===== config.mk =====
export PLATFORM = sky130hd
export DESIGN_NAME = aging_life_automaton_step
export DESIGN_NICKNAME = d
export VERILOG_FILES = /design/src/sv/als_pkg.sv /design/src/sv/als_ram.sv /design/src/sv/als_front.sv /design/src/sv/als_queue.sv /design/src/sv/aging_life_automaton_step.sv
export SDC_FILE = /design/constraint.sdc
export NUM_CORES = 2
export LEC_CHECK = 0
export BUFFER_PORTS_ARGS = -buffer_cell sky130_fd_sc_hd__buf_2
export CELL_PAD_IN_SITES_DETAIL_PLACEMENT = 1
export CELL_PAD_IN_SITES_GLOBAL_PLACEMENT = 1
export CORE_AREA = 2 2 305 533
export DETAILED_ROUTE_END_ITERATION = 12
export DIE_AREA = 0 0 307 535
export PLACE_DENSITY_LB_ADDON = 0.1
export RECOVER_POWER = 50
export SYNTH_ARGS = -nofsm -noshare
export SYNTH_HDL_FRONTEND = slang
export SYNTH_SLANG_ARGS = --single-unit
export TNS_END_PERCENT = 1

===== constraint.sdc =====
create_clock -name clk -period 9.49 [get_ports clk]
set_input_delay 1.898 -clock clk [delete_from_list [all_inputs] [get_ports clk]]
set_output_delay 1.898 -clock clk [all_outputs]
set_load 0.1 [all_outputs]

===== src/sv/als_pkg.sv =====
package als_pkg;

  // Grid geometry
  localparam int GRID_SIZE = 128;
  localparam int POS_W     = $clog2(GRID_SIZE);
  localparam logic [POS_W-1:0] POS_LAST = POS_W'(GRID_SIZE - 1);
  localparam logic [POS_W-1:0] POS_TWO  = POS_W'(2);

  // Field widths
  localparam int CELL_W    = 8;
  localparam int OUT_POS_W = 7;
  localparam int MASK_W    = 9;
  localparam int NCNT_W    = 4;

  // Configuration port
  localparam int CFG_IDX_W  = 2;
  localparam int CFG_DATA_W = 9;
  localparam logic [CFG_IDX_W-1:0] REG_BIRTH_MASK   = 2'd0;
  localparam logic [CFG_IDX_W-1:0] REG_SURVIVE_MASK = 2'd1;
  localparam logic [CFG_IDX_W-1:0] REG_LIVE_VALUE   = 2'd2;
  localparam logic [MASK_W-1:0] BIRTH_MASK_RST   = 9'd72;
  localparam logic [MASK_W-1:0] SURVIVE_MASK_RST = 9'd12;
  localparam logic [CELL_W-1:0] LIVE_VALUE_RST   = 8'd4;

  // Result queue
  localparam int Q_DEPTH = 4;
  localparam int QPTR_W  = $clog2(Q_DEPTH);
  localparam int QCNT_W  = $clog2(Q_DEPTH + 1);

  typedef struct packed {
    logic [MASK_W-1:0] birth_mask;
    logic [MASK_W-1:0] survive_mask;
    logic [CELL_W-1:0] live_value;
  } cfg_t;

  typedef struct packed {
    logic [OUT_POS_W-1:0] row;
    logic [OUT_POS_W-1:0] col;
    logic [CELL_W-1:0]    value;
    logic                 last;
  } res_t;

  // Up to two results per cell, first in slot a
  typedef struct packed {
    logic [1:0] n;
    res_t       a;
    res_t       b;
  } push_t;

  function automatic logic [OUT_POS_W-1:0] pos_out(input logic [POS_W-1:0] p);
    return OUT_POS_W'(p);
  endfunction

endpackage


===== src/sv/als_ram.sv =====
module als_ram #(
  parameter int WIDTH = 8,
  parameter int DEPTH = 128
) (
  input  logic                     clk,
  input  logic                     we,
  input  logic [$clog2(DEPTH)-1:0] waddr,
  input  logic [WIDTH-1:0]         wdata,
  input  logic                     re,
  input  logic [$clog2(DEPTH)-1:0] raddr,
  output logic [WIDTH-1:0]         rdata
);

  logic [WIDTH-1:0] mem_r [DEPTH];

  // Registered read returns the old word on a same-address write
  always_ff @(posedge clk) begin
    if (re) begin
      rdata <= mem_r[raddr];
    end
    if (we) begin
      mem_r[waddr] <= wdata;
    end
  end

endmodule


===== src/sv/als_front.sv =====
module als_front (
  input  logic                         clk,
  input  logic                         rst_n,
  input  als_pkg::cfg_t                cfg,
  input  logic                         in_push,
  output logic                         in_full,
  input  logic [als_pkg::CELL_W-1:0]   in_cell_value,
  input  logic                         in_frame_start,
  input  logic                         q_room,
  output als_pkg::push_t               push
);

  logic                        accept;
  logic                        s1_fire;
  logic [als_pkg::POS_W-1:0]   row_cur, col_cur;
  logic [als_pkg::POS_W-1:0]   row_r, row_nxt, col_r, col_nxt;
  logic                        s1_valid_r, s1_valid_nxt;
  logic [als_pkg::POS_W-1:0]   s1_row_r, s1_col_r;
  logic [als_pkg::CELL_W-1:0]  s1_cell_r;
  logic [als_pkg::CELL_W-1:0]  top_ram, mid_ram, top, mid;
  logic                        fwd_r;
  logic [als_pkg::CELL_W-1:0]  fwd_data_r;
  logic [als_pkg::CELL_W-1:0]  win_r [6];
  logic [als_pkg::CELL_W-1:0]  neigh [8];
  logic [als_pkg::NCNT_W-1:0]  ncnt;
  logic [als_pkg::CELL_W-1:0]  centre, new_val;
  logic                        interior, border;
  als_pkg::res_t               res_int, res_bord;

  assign s1_fire = s1_valid_r && q_room;
  assign in_full = s1_valid_r && !q_room;
  assign accept  = in_push && !in_full;

  // Position of the incoming cell
  assign row_cur = in_frame_start ? '0 : row_r;
  assign col_cur = in_frame_start ? '0 : col_r;

  always_comb begin
    col_nxt = col_r;
    row_nxt = row_r;
    if (accept) begin
      if (col_cur == als_pkg::POS_LAST) begin
        col_nxt = '0;
        row_nxt = (row_cur == als_pkg::POS_LAST) ? '0 : row_cur + 1'b1;
      end else begin
        col_nxt = col_cur + 1'b1;
        row_nxt = row_cur;
      end
    end
  end

  always_comb begin
    s1_valid_nxt = s1_valid_r;
    if (accept) begin
      s1_valid_nxt = 1'b1;
    end else if (s1_fire) begin
      s1_valid_nxt = 1'b0;
    end
  end

  // Control state
  always_ff @(posedge clk) begin
    if (!rst_n) begin
      row_r      <= '0;
      col_r      <= '0;
      s1_valid_r <= 1'b0;
      fwd_r      <= 1'b0;
    end else begin
      row_r      <= row_nxt;
      col_r      <= col_nxt;
      s1_valid_r <= s1_valid_nxt;
      if (accept) begin
        fwd_r <= s1_fire && (s1_col_r == col_cur);
      end else if (s1_fire) begin
        fwd_r <= 1'b0;
      end
    end
  end

  // Hold the accepted cell while its line words are read
  always_ff @(posedge clk) begin
    if (accept) begin
      s1_row_r   <= row_cur;
      s1_col_r   <= col_cur;
      s1_cell_r  <= in_cell_value;
      fwd_data_r <= mid;
    end
  end

  // Row above: read and overwritten with the new cell on accept
  als_ram #(.WIDTH(als_pkg::CELL_W), .DEPTH(als_pkg::GRID_SIZE)) u_newer_line (
    .clk   (clk),
    .we    (accept),
    .waddr (col_cur),
    .wdata (in_cell_value),
    .re    (accept),
    .raddr (col_cur),
    .rdata (mid_ram)
  );

  // Row two above: takes the row-above word once the cell is processed
  als_ram #(.WIDTH(als_pkg::CELL_W), .DEPTH(als_pkg::GRID_SIZE)) u_older_line (
    .clk   (clk),
    .we    (s1_fire),
    .waddr (s1_col_r),
    .wdata (mid),
    .re    (accept),
    .raddr (col_cur),
    .rdata (top_ram)
  );

  // Forward the older word written in the same cycle it was read
  assign top = fwd_r ? fwd_data_r : top_ram;
  assign mid = mid_ram;

  // Advance the 3x3 window
  always_ff @(posedge clk) begin
    if (!rst_n) begin
      for (int i = 0; i < 6; i++) begin
        win_r[i] <= '0;
      end
    end else if (s1_fire) begin
      win_r[0] <= win_r[3];
      win_r[1] <= win_r[4];
      win_r[2] <= win_r[5];
      win_r[3] <= top;
      win_r[4] <= mid;
      win_r[5] <= s1_cell_r;
    end
  end

  // Count live neighbours
  always_comb begin
    neigh[0] = win_r[0];
    neigh[1] = win_r[1];
    neigh[2] = win_r[2];
    neigh[3] = win_r[3];
    neigh[4] = win_r[5];
    neigh[5] = top;
    neigh[6] = mid;
    neigh[7] = s1_cell_r;
    ncnt = '0;
    for (int i = 0; i < 8; i++) begin
      ncnt = ncnt + {{(als_pkg::NCNT_W-1){1'b0}}, (neigh[i] != '0)};
    end
  end

  // Apply the birth and survival rule to the centre cell
  assign centre = win_r[4];
  always_comb begin
    if (centre != '0) begin
      new_val = cfg.survive_mask[ncnt] ? centre - 1'b1 : '0;
    end else begin
      new_val = cfg.birth_mask[ncnt] ? cfg.live_value : '0;
    end
  end

  // Classify the position
  assign interior = (s1_row_r >= als_pkg::POS_TWO) && (s1_col_r >= als_pkg::POS_TWO);
  assign border   = (s1_row_r == '0) || (s1_row_r == als_pkg::POS_LAST) ||
                    (s1_col_r == '0) || (s1_col_r == als_pkg::POS_LAST);

  always_comb begin
    res_int.row    = als_pkg::pos_out(s1_row_r - 1'b1);
    res_int.col    = als_pkg::pos_out(s1_col_r - 1'b1);
    res_int.value  = new_val;
    res_int.last   = !border;
    res_bord.row   = als_pkg::pos_out(s1_row_r);
    res_bord.col   = als_pkg::pos_out(s1_col_r);
    res_bord.value = s1_cell_r;
    res_bord.last  = 1'b1;
  end

  // Drop results into the queue, interior one first
  always_comb begin
    push.a = interior ? res_int : res_bord;
    push.b = res_bord;
    push.n = s1_fire ? ({1'b0, interior} + {1'b0, border}) : 2'd0;
  end

  a_full_holds: assert property (@(posedge clk) disable iff (!rst_n)
    in_full |=> s1_valid_r && $stable(s1_col_r) && $stable(s1_row_r))
    else $error("held cell changed while stalled");

  a_fwd_valid: assert property (@(posedge clk) disable iff (!rst_n)
    fwd_r |-> s1_valid_r)
    else $error("forward flag set without a held cell");

endmodule


===== src/sv/als_queue.sv =====
module als_queue (
  input  logic                           clk,
  input  logic                           rst_n,
  input  als_pkg::push_t                 push,
  output logic                           q_room,
  output logic                           out_empty,
  input  logic                           out_pop,
  output logic [als_pkg::OUT_POS_W-1:0]  out_row,
  output logic [als_pkg::OUT_POS_W-1:0]  out_col,
  output logic [als_pkg::CELL_W-1:0]     out_new_value,
  output logic                           out_run_last
);

  als_pkg::res_t               q_r [als_pkg::Q_DEPTH];
  logic [als_pkg::QPTR_W-1:0]  wp_r, wp_nxt, rp_r, rp_nxt;
  logic [als_pkg::QCNT_W-1:0]  cnt_r, cnt_nxt;
  logic                        pop_fire;
  als_pkg::res_t               head;

  assign out_empty = (cnt_r == '0);
  assign pop_fire  = out_pop && !out_empty;
  assign q_room    = cnt_r <= als_pkg::QCNT_W'(als_pkg::Q_DEPTH - 2);

  assign wp_nxt  = wp_r + als_pkg::QPTR_W'(push.n);
  assign rp_nxt  = rp_r + als_pkg::QPTR_W'(pop_fire);
  assign cnt_nxt = cnt_r + als_pkg::QCNT_W'(push.n) - als_pkg::QCNT_W'(pop_fire);

  // Advance pointers
  always_ff @(posedge clk) begin
    if (!rst_n) begin
      wp_r  <= '0;
      rp_r  <= '0;
      cnt_r <= '0;
    end else begin
      wp_r  <= wp_nxt;
      rp_r  <= rp_nxt;
      cnt_r <= cnt_nxt;
    end
  end

  // Store one or two results per beat
  always_ff @(posedge clk) begin
    if (push.n != 2'd0) begin
      q_r[wp_r] <= push.a;
    end
    if (push.n == 2'd2) begin
      q_r[wp_r + 1'b1] <= push.b;
    end
  end

  // Present the oldest result
  assign head          = q_r[rp_r];
  assign out_row       = head.row;
  assign out_col       = head.col;
  assign out_new_value = head.value;
  assign out_run_last  = head.last;

  a_no_overflow: assert property (@(posedge clk) disable iff (!rst_n)
    cnt_r <= als_pkg::QCNT_W'(als_pkg::Q_DEPTH))
    else $error("result queue overflow");

  a_push_shows: assert property (@(posedge clk) disable iff (!rst_n)
    push.n != 2'd0 |=> !out_empty)
    else $error("pushed result not visible");

endmodule


===== src/sv/aging_life_automaton_step.sv =====
// Aging life-like automaton, one generation over a streamed square grid.
// Input channel: cells arrive in raster order on in_cell_value; raise
// in_frame_start with the first cell of a grid. A beat is taken when
// in_push is high and in_full is low. Output channel: while out_empty is
// low the oldest result (out_row, out_col, out_new_value, out_run_last)
// is shown; out_pop takes it. Configuration: cfg_we writes cfg_data into
// register cfg_index (0 birth mask, 1 survive mask, 2 live value); the
// user must write only while the block is idle, as the block does not
// enforce it. A border cell's result is held in the front stage, then
// written into the result queue; an interior cell's result follows once
// the cell one row and one column further on is taken. It takes one cell
// per cycle while in_full is low; most last-row and last-column cells give
// two results, so the single-result output port paces input there.
// Reset clears position counters, the neighbour window and the result
// queue and loads the default rule; the line buffers are not cleared.
// When the receiver stalls, the queue fills to three or four entries, a
// cell waits in the front part and in_full rises.
module aging_life_automaton_step (
  input  logic                              clk,
  input  logic                              rst_n,
  input  logic                              cfg_we,
  input  logic [als_pkg::CFG_IDX_W-1:0]     cfg_index,
  input  logic [als_pkg::CFG_DATA_W-1:0]    cfg_data,
  input  logic                              in_push,
  output logic                              in_full,
  input  logic [als_pkg::CELL_W-1:0]        in_cell_value,
  input  logic                              in_frame_start,
  output logic                              out_empty,
  input  logic                              out_pop,
  output logic [als_pkg::OUT_POS_W-1:0]     out_row,
  output logic [als_pkg::OUT_POS_W-1:0]     out_col,
  output logic [als_pkg::CELL_W-1:0]        out_new_value,
  output logic                              out_run_last
);

  als_pkg::cfg_t  cfg_r;
  als_pkg::push_t push;
  logic           q_room;

  // Configuration registers
  always_ff @(posedge clk) begin
    if (!rst_n) begin
      cfg_r.birth_mask   <= als_pkg::BIRTH_MASK_RST;
      cfg_r.survive_mask <= als_pkg::SURVIVE_MASK_RST;
      cfg_r.live_value   <= als_pkg::LIVE_VALUE_RST;
    end else if (cfg_we) begin
      unique case (cfg_index)
        als_pkg::REG_BIRTH_MASK:   cfg_r.birth_mask   <= cfg_data;
        als_pkg::REG_SURVIVE_MASK: cfg_r.survive_mask <= cfg_data;
        als_pkg::REG_LIVE_VALUE:   cfg_r.live_value   <= cfg_data[als_pkg::CELL_W-1:0];
        default: begin
        end
      endcase
    end
  end

  als_front u_front (
    .clk            (clk),
    .rst_n          (rst_n),
    .cfg            (cfg_r),
    .in_push        (in_push),
    .in_full        (in_full),
    .in_cell_value  (in_cell_value),
    .in_frame_start (in_frame_start),
    .q_room         (q_room),
    .push           (push)
  );

  als_queue u_queue (
    .clk           (clk),
    .rst_n         (rst_n),
    .push          (push),
    .q_room        (q_room),
    .out_empty     (out_empty),
    .out_pop       (out_pop),
    .out_row       (out_row),
    .out_col       (out_col),
    .out_new_value (out_new_value),
    .out_run_last  (out_run_last)
  );

endmodule


# [Word level (Yosys, flattened, before mapping)]
# Memories as Yosys holds them, arrays and structs flattened. A register that Yosys moved wholly into a read port is not among the register bits.
# Index checks and enable logic that the tools add are counted.
[classes] addsub=18 magnitude_cmp=4 n_eq_ne=8 n_mux=36 bitwise=6 n_reduce_logical=31
[op_table] op="8-bit two-way mux" count=10
[op_table] op="8-bit nonzero test" count=9
[op_table] op="7-bit two-way mux" count=5
[op_table] op="7-bit equality test (second input constant)" count=4
[op_table] op="4-bit by 1-bit adder with 4-bit output" count=6
[op_table] op="23-bit two-way mux" count=1
[op_table] op="1-bit two-way mux" count=16
[op_table] op="7-bit by 1-bit adder with 7-bit output (second input constant)" count=2
[op_table] op="7-bit by 2-bit >= comparator with 1-bit output (second input constant)" count=2
[op_table] op="7-bit zero test" count=2
[op_table] op="7-bit by 1-bit subtractor with 7-bit output (second input constant)" count=2
[op_table] op="1-bit binary-select mux with 4-bit select" count=2
[op_table] op="8-bit by 1-bit subtractor with 8-bit output (second input constant)" count=1
[op_table] op="7-bit equality test" count=1
[op_table] op="1-bit logical AND" count=6
[op_table] op="1-bit bitwise OR" count=6
[op_table] op="2-bit AND reduction" count=3
[op_table] op="4-bit by 5-bit less-than comparator with 1-bit output (second input constant)" count=1
[op_table] op="1-bit by 1-bit adder with 2-bit output" count=2
[op_table] op="2-bit equality test (second input constant)" count=2
[op_table] op="1-bit zero test" count=4
[op_table] op="2-bit two-way mux" count=2
[op_table] op="2-bit nonzero test" count=2
[op_table] op="3-bit by 2-bit adder with 3-bit output" count=1
[op_table] op="9 further kinds" count=11
[word_totals] ff_bits=79 ram_bits=2188 in_bits=25 out_inout_bits=25 mem_count=4
[mem_list] name="u_front.u_newer_line.mem_r" depth=128 width=8 read_ports=1 rd_clocked_by_memory_dff=1 wr=1 line_no="als_ram.sv:14" rtl="logic [WIDTH-1:0] mem_r [DEPTH];"
[mem_list] name="u_front.u_older_line.mem_r" depth=128 width=8 read_ports=1 rd_clocked_by_memory_dff=1 wr=1 line_no="als_ram.sv:14"
[mem_list] name="u_queue.q_r" depth=4 width=23 read_ports=1 rd_clocked_by_memory_dff=1 wr=2 line_no="als_queue.sv:14" rtl="als_pkg::res_t q_r [als_pkg::Q_DEPTH];"
[mem_list] name="u_front.win_r" depth=6 width=8 read_ports=6 rd_clocked_by_memory_dff=0 wr=6 line_no="als_front.sv:23" rtl="logic [als_pkg::CELL_W-1:0] win_r [6];"

# [Longest topological paths before layout]
# An unclocked memory read counts as a cell.
[logic_depth] word_depth=14 ltp_mapped=19

# [Modules after synthesis]
# From an unflattened synthesis, not the netlist that was laid out.
[hier_totals] cells_unflattened=4092 hier_area_um2=90648.2
[modules_own_cells] mod="als_ram" instances=2 cells_per_inst=1635 area_each_um2=39745.6 seq_area_each_um2=30989.7
[modules_own_cells] mod="als_queue" instances=1 cells_per_inst=269 area_each_um2=5081.1 seq_area_each_um2=2902.8
[modules_own_cells] mod="als_front" instances=1 cells_per_inst=452 area_each_um2=5047.3 seq_area_each_um2=2662.6
[modules_own_cells] mod="aging_life_automaton_step" instances=1 cells_per_inst=101 area_each_um2=1028.5 seq_area_each_um2=520.5

# [Worst setup path after synthesis]
# OpenSTA, ideal clock, no wires.
[synth_path] path_type="input to register" startpoint="input in_push" endpoint="memory u_front.u_newer_line.mem_r[75][0] (enable)" setup_ps=383 t_arrival_ps=4854 slack_ps=4253 stages=5 path_cell_list="nand2_1 > inv_1 > clkbuf_1 > nand3_1 > nor3_1"
[synth_between] elab_chain_cells=3
[synth_lines] element="start: declaration" line_no="aging_life_automaton_step.sv:24" rtl="input logic in_push,"
[synth_lines] element="1-bit logical AND" line_no="als_front.sv:32" rtl="assign accept = in_push && !in_full;"
[synth_lines] element="named net u_front.accept" line_no="als_front.sv:13" rtl="logic accept;"
[synth_lines] element="1-bit two-way mux" line_no="als_ram.sv:21" rtl="if (we) begin"
[synth_lines] element="1-bit two-way mux (implied by the code)" line_no="als_ram.sv:22" rtl="mem_r[waddr] <= wdata;"
[synth_lines] element="end: declaration" line_no="als_ram.sv:14"
# The timed path passes the listed nets, and every way through them passes these cells.

# [Final worst setup path]
[layout_path] startpoint="input in_cell_value[6] (netlist bit)" endpoint="memory u_front.u_newer_line.mem_r[39][6] (data pin)"
[layout_lines] element="start: declaration" line_no="aging_life_automaton_step.sv:26" rtl="input logic [als_pkg::CELL_W-1:0] in_cell_value,"
# No word-level cell before the write port.

==> results.md <==
- Register area share after synthesis: 0.738
- Clk_lat worst skew: around 0.89 ns
- Final worst setup slack: approximately 2.0 ns
- CP max FO: 78
- Initial core utilization: 0.577
- Post-route non-filler standard cell count: 8,159
- Crit end category: flop
- Routed Antenna Nets: 0
- Setup violators final: 0
- Post-CTS sizing: 0
- Vias: 63,073
- Max VDD drop: roughly 0.19 mV
- Post-CTS setup buffer count: 0
- Remaining global-route overflow: 0
- Main synth FF type: edfxtp_1
- Die Footprint: 0.164 mm^2
- Relative slew slack: -3.81
- Layout Skew: between 0.03 and 0.04 ns
- Delay-heaviest family, CP: buffers and inverters
- Drt initial violations: between 10,000 and 15,000
- Max-cap viol count: 37
- Commonest non-fill, non-tap cells in the layout: edfxtp_1, nor2_1, mux2i_1
- Cell Count Post-Placement: ~7,700
- CP max-delay cell: clkbuf_1
- Post-DP Area: ~0.095 mm^2
- Largest net degree at the start of global routing: around 130
- Cell Int Power: 16.4 mW
- Register share of total power: 0.521
- Initial antenna violation count: 50
- Worst stage delay on the critical path: about 3.0 ns
- Place WS: approximately 2.6 ns
- # fillers: between 10,000 and 15,000
- Post-Syn Area: around 0.092 mm^2
- Residual DRC: 0
- Worst r2r path cells: 12
- Clock power frac: 0.381
- Via density per instance: 7.73
- Failing checks: capacitance limit, slew limit
- Sw Pwr: between 5 and 6 mW
- Slew Limit Fails: slightly above 2,000
- Port buffer count: 49
- Rows: between 150 and 200
- GRT Total Usage: 0.454
- Min-Delay Path Class: reg -> reg
- Final Critical Period: ~7.5 ns
- Measured slew at the worst slew-check pin: approximately 7.2 ns
- CP Data Arrival Time: between 7 and 8 ns
- I/O pins: 50
- Crit-path cells: clkbuf_1, clkbuf_1
- Routed wire length: roughly 370,000 um
- P_leak: around 31 nW
- Core Area: 0.160 mm^2
- PD cells: around 220 mW/mm^2
- H-tree levels: 4
- Layout area overhead: 9.82%
- Synth Register Bits: around 2,300
- CTS root buffer: clkbuf_16
- Synth warn: 0
- CTS buffer count: about 210
- DP HPWL: between 200,000 and 250,000 um
- Mapped Nets: ~5,900
- RSZ-0062 raised after global routing: false
- Global placer's final weighted congestion: approximately 1.0
- Status: complete, but fails checks
- Logic pwr share: 0.098
- Commonest non-fill, non-tap cell in the layout: edfxtp_1
- Hold buffer count at cts: 0
- CP startpoint kind: input pin
- Ratio of cells with drive above 1 in the final layout: 0.119
- Pre-antenna DRT Iters: 7
- CTS clock-pin slew for the worst setup and hold paths: 0.06 ns
- Clock buffer depth: 4
- CP Depth: 2
- Clock Sinks: roughly 2,300
- FFs w/ async S/R, synth: 0
- Die H: about 540 um
- Avg Cell Area, Syn: roughly 16 um^2
- CTS tree: yes
- Fin nets: about 6,000
- Final Instance Area: 0.101 mm^2
- Switch share: 0.253
- Period utilisation layout: 0.786
- Netlist cell types: 89
- Routed wire per std cell: ~46 um
- R2r setup slk: between 2 and 2.5 ns
- Worst Path Required: ~9.5 ns
- Vias in the first global route: 62,977
- Setup TNS: 0 ns
- Max Fclk: 134 MHz
- Mapped Cells: approximately 5,900
- Final hold vios: 0
- Worst path buffer plus inverter count: 2
- Critical path class: in -> reg
- Post-synth EDFFs: between 2,000 and 2,500
- Pwr Total: about 22 mW
- First-pass GRT wire length: about 510,000 um
- Most Frequent Cell on Critical Path: clkbuf_1
- Die width: ~310 um
- Hold depth: 1
==> flip-flops by register name, indices dropped and copies added (netlist names), 26 cells and up <==
register and count:
u_queue.q_r 92, cfg_r 26, u_front.u_older_line.mem_r 1024, u_front.win_r 48
u_front.u_newer_line.mem_r 1024
==> layout make-up <==
class	count	area (um^2)	share of cell area
diodes	32	80.1	0.000791
clock buffers	250	5390	0.0533
clock inverters	123	1120	0.0111
inverters	34	129	0.00127
multi-input cells	3130	22100	0.219
flip-flops and latches	2283	68000	0.672
well taps	2058	2570	0.0254
repair buffers	249	1770	0.0175
==> metal layers <==
layer	global-route usage	vias to the layer above	wire [um]
met2	0.713	5960	173000
met3	0.134	2093	46200
li1	-	23628	-
met1	0.499	31364	111000
met5	0	-	171
met4	0.412	28	43200
==> power by group through the flow <==
stage / combinational (mW) / sequential (mW) / clock (mW)
finish: 2.15 / 11.4 / 8.36
global route: 2.17 / 11.4 / 8.65
detailed placement: 2.06 / 11.6 / 0
global placement: 2.01 / 11.6 / 0
floorplan: 1.17 / 11.6 / 0
CTS: 2.06 / 11.4 / 8.32
==> final timing paths <==
| kind | startpoint | to |
|---|---|---|
| worst max-delay path | in_cell_value[6] | u_front.u_newer_line.mem_r[39][6] |
| worst min-delay path | u_queue.q_r[1][0] | u_queue.q_r[1][0] |
| worst max register to register | u_front.u_newer_line.rdata[2] | u_queue.q_r[1][4] |
| worst min register to register | u_queue.q_r[1][0] | u_queue.q_r[1][0] |
==> synth_stat cells (67+ instances only) <==
library cell	instances	area share
clkbuf_1	187	0.0076
nor2_1	529	0.022
o221ai_1	67	0.0064
a22oi_1	354	0.029
o22ai_1	160	0.011
a21oi_1	193	0.010
a221oi_1	94	0.0089
buf_2	127	0.0069
o21ai_0	212	0.012
nand2_1	234	0.0095
mux2i_1	375	0.041
edfxtp_1	2230	0.73
==> kinds of logic after synthesis <==
family                   after synthesis  synth area share
AO/OA/AOI/OAI                       1503             0.116
XOR/XNOR                              23           0.00219
adder cells (fa/ha/maj)               25           0.00380
buffers and inverters                461            0.0246
flip-flops                          2283             0.738
multiplexers                         499            0.0628
AND/OR/NAND/NOR                     1080            0.0530
==> stage by stage <==
stage          hold WS (ns)  utilization
2_1_floorplan         0.431            -
3_3_place_gp          0.448        0.593
3_5_place_dp          0.452        0.593
4_1_cts               0.471        0.634
5_1_grt               0.478        0.633
6_report              0.468        0.634
No activity file was read; power rests on OpenSTA's default activity.
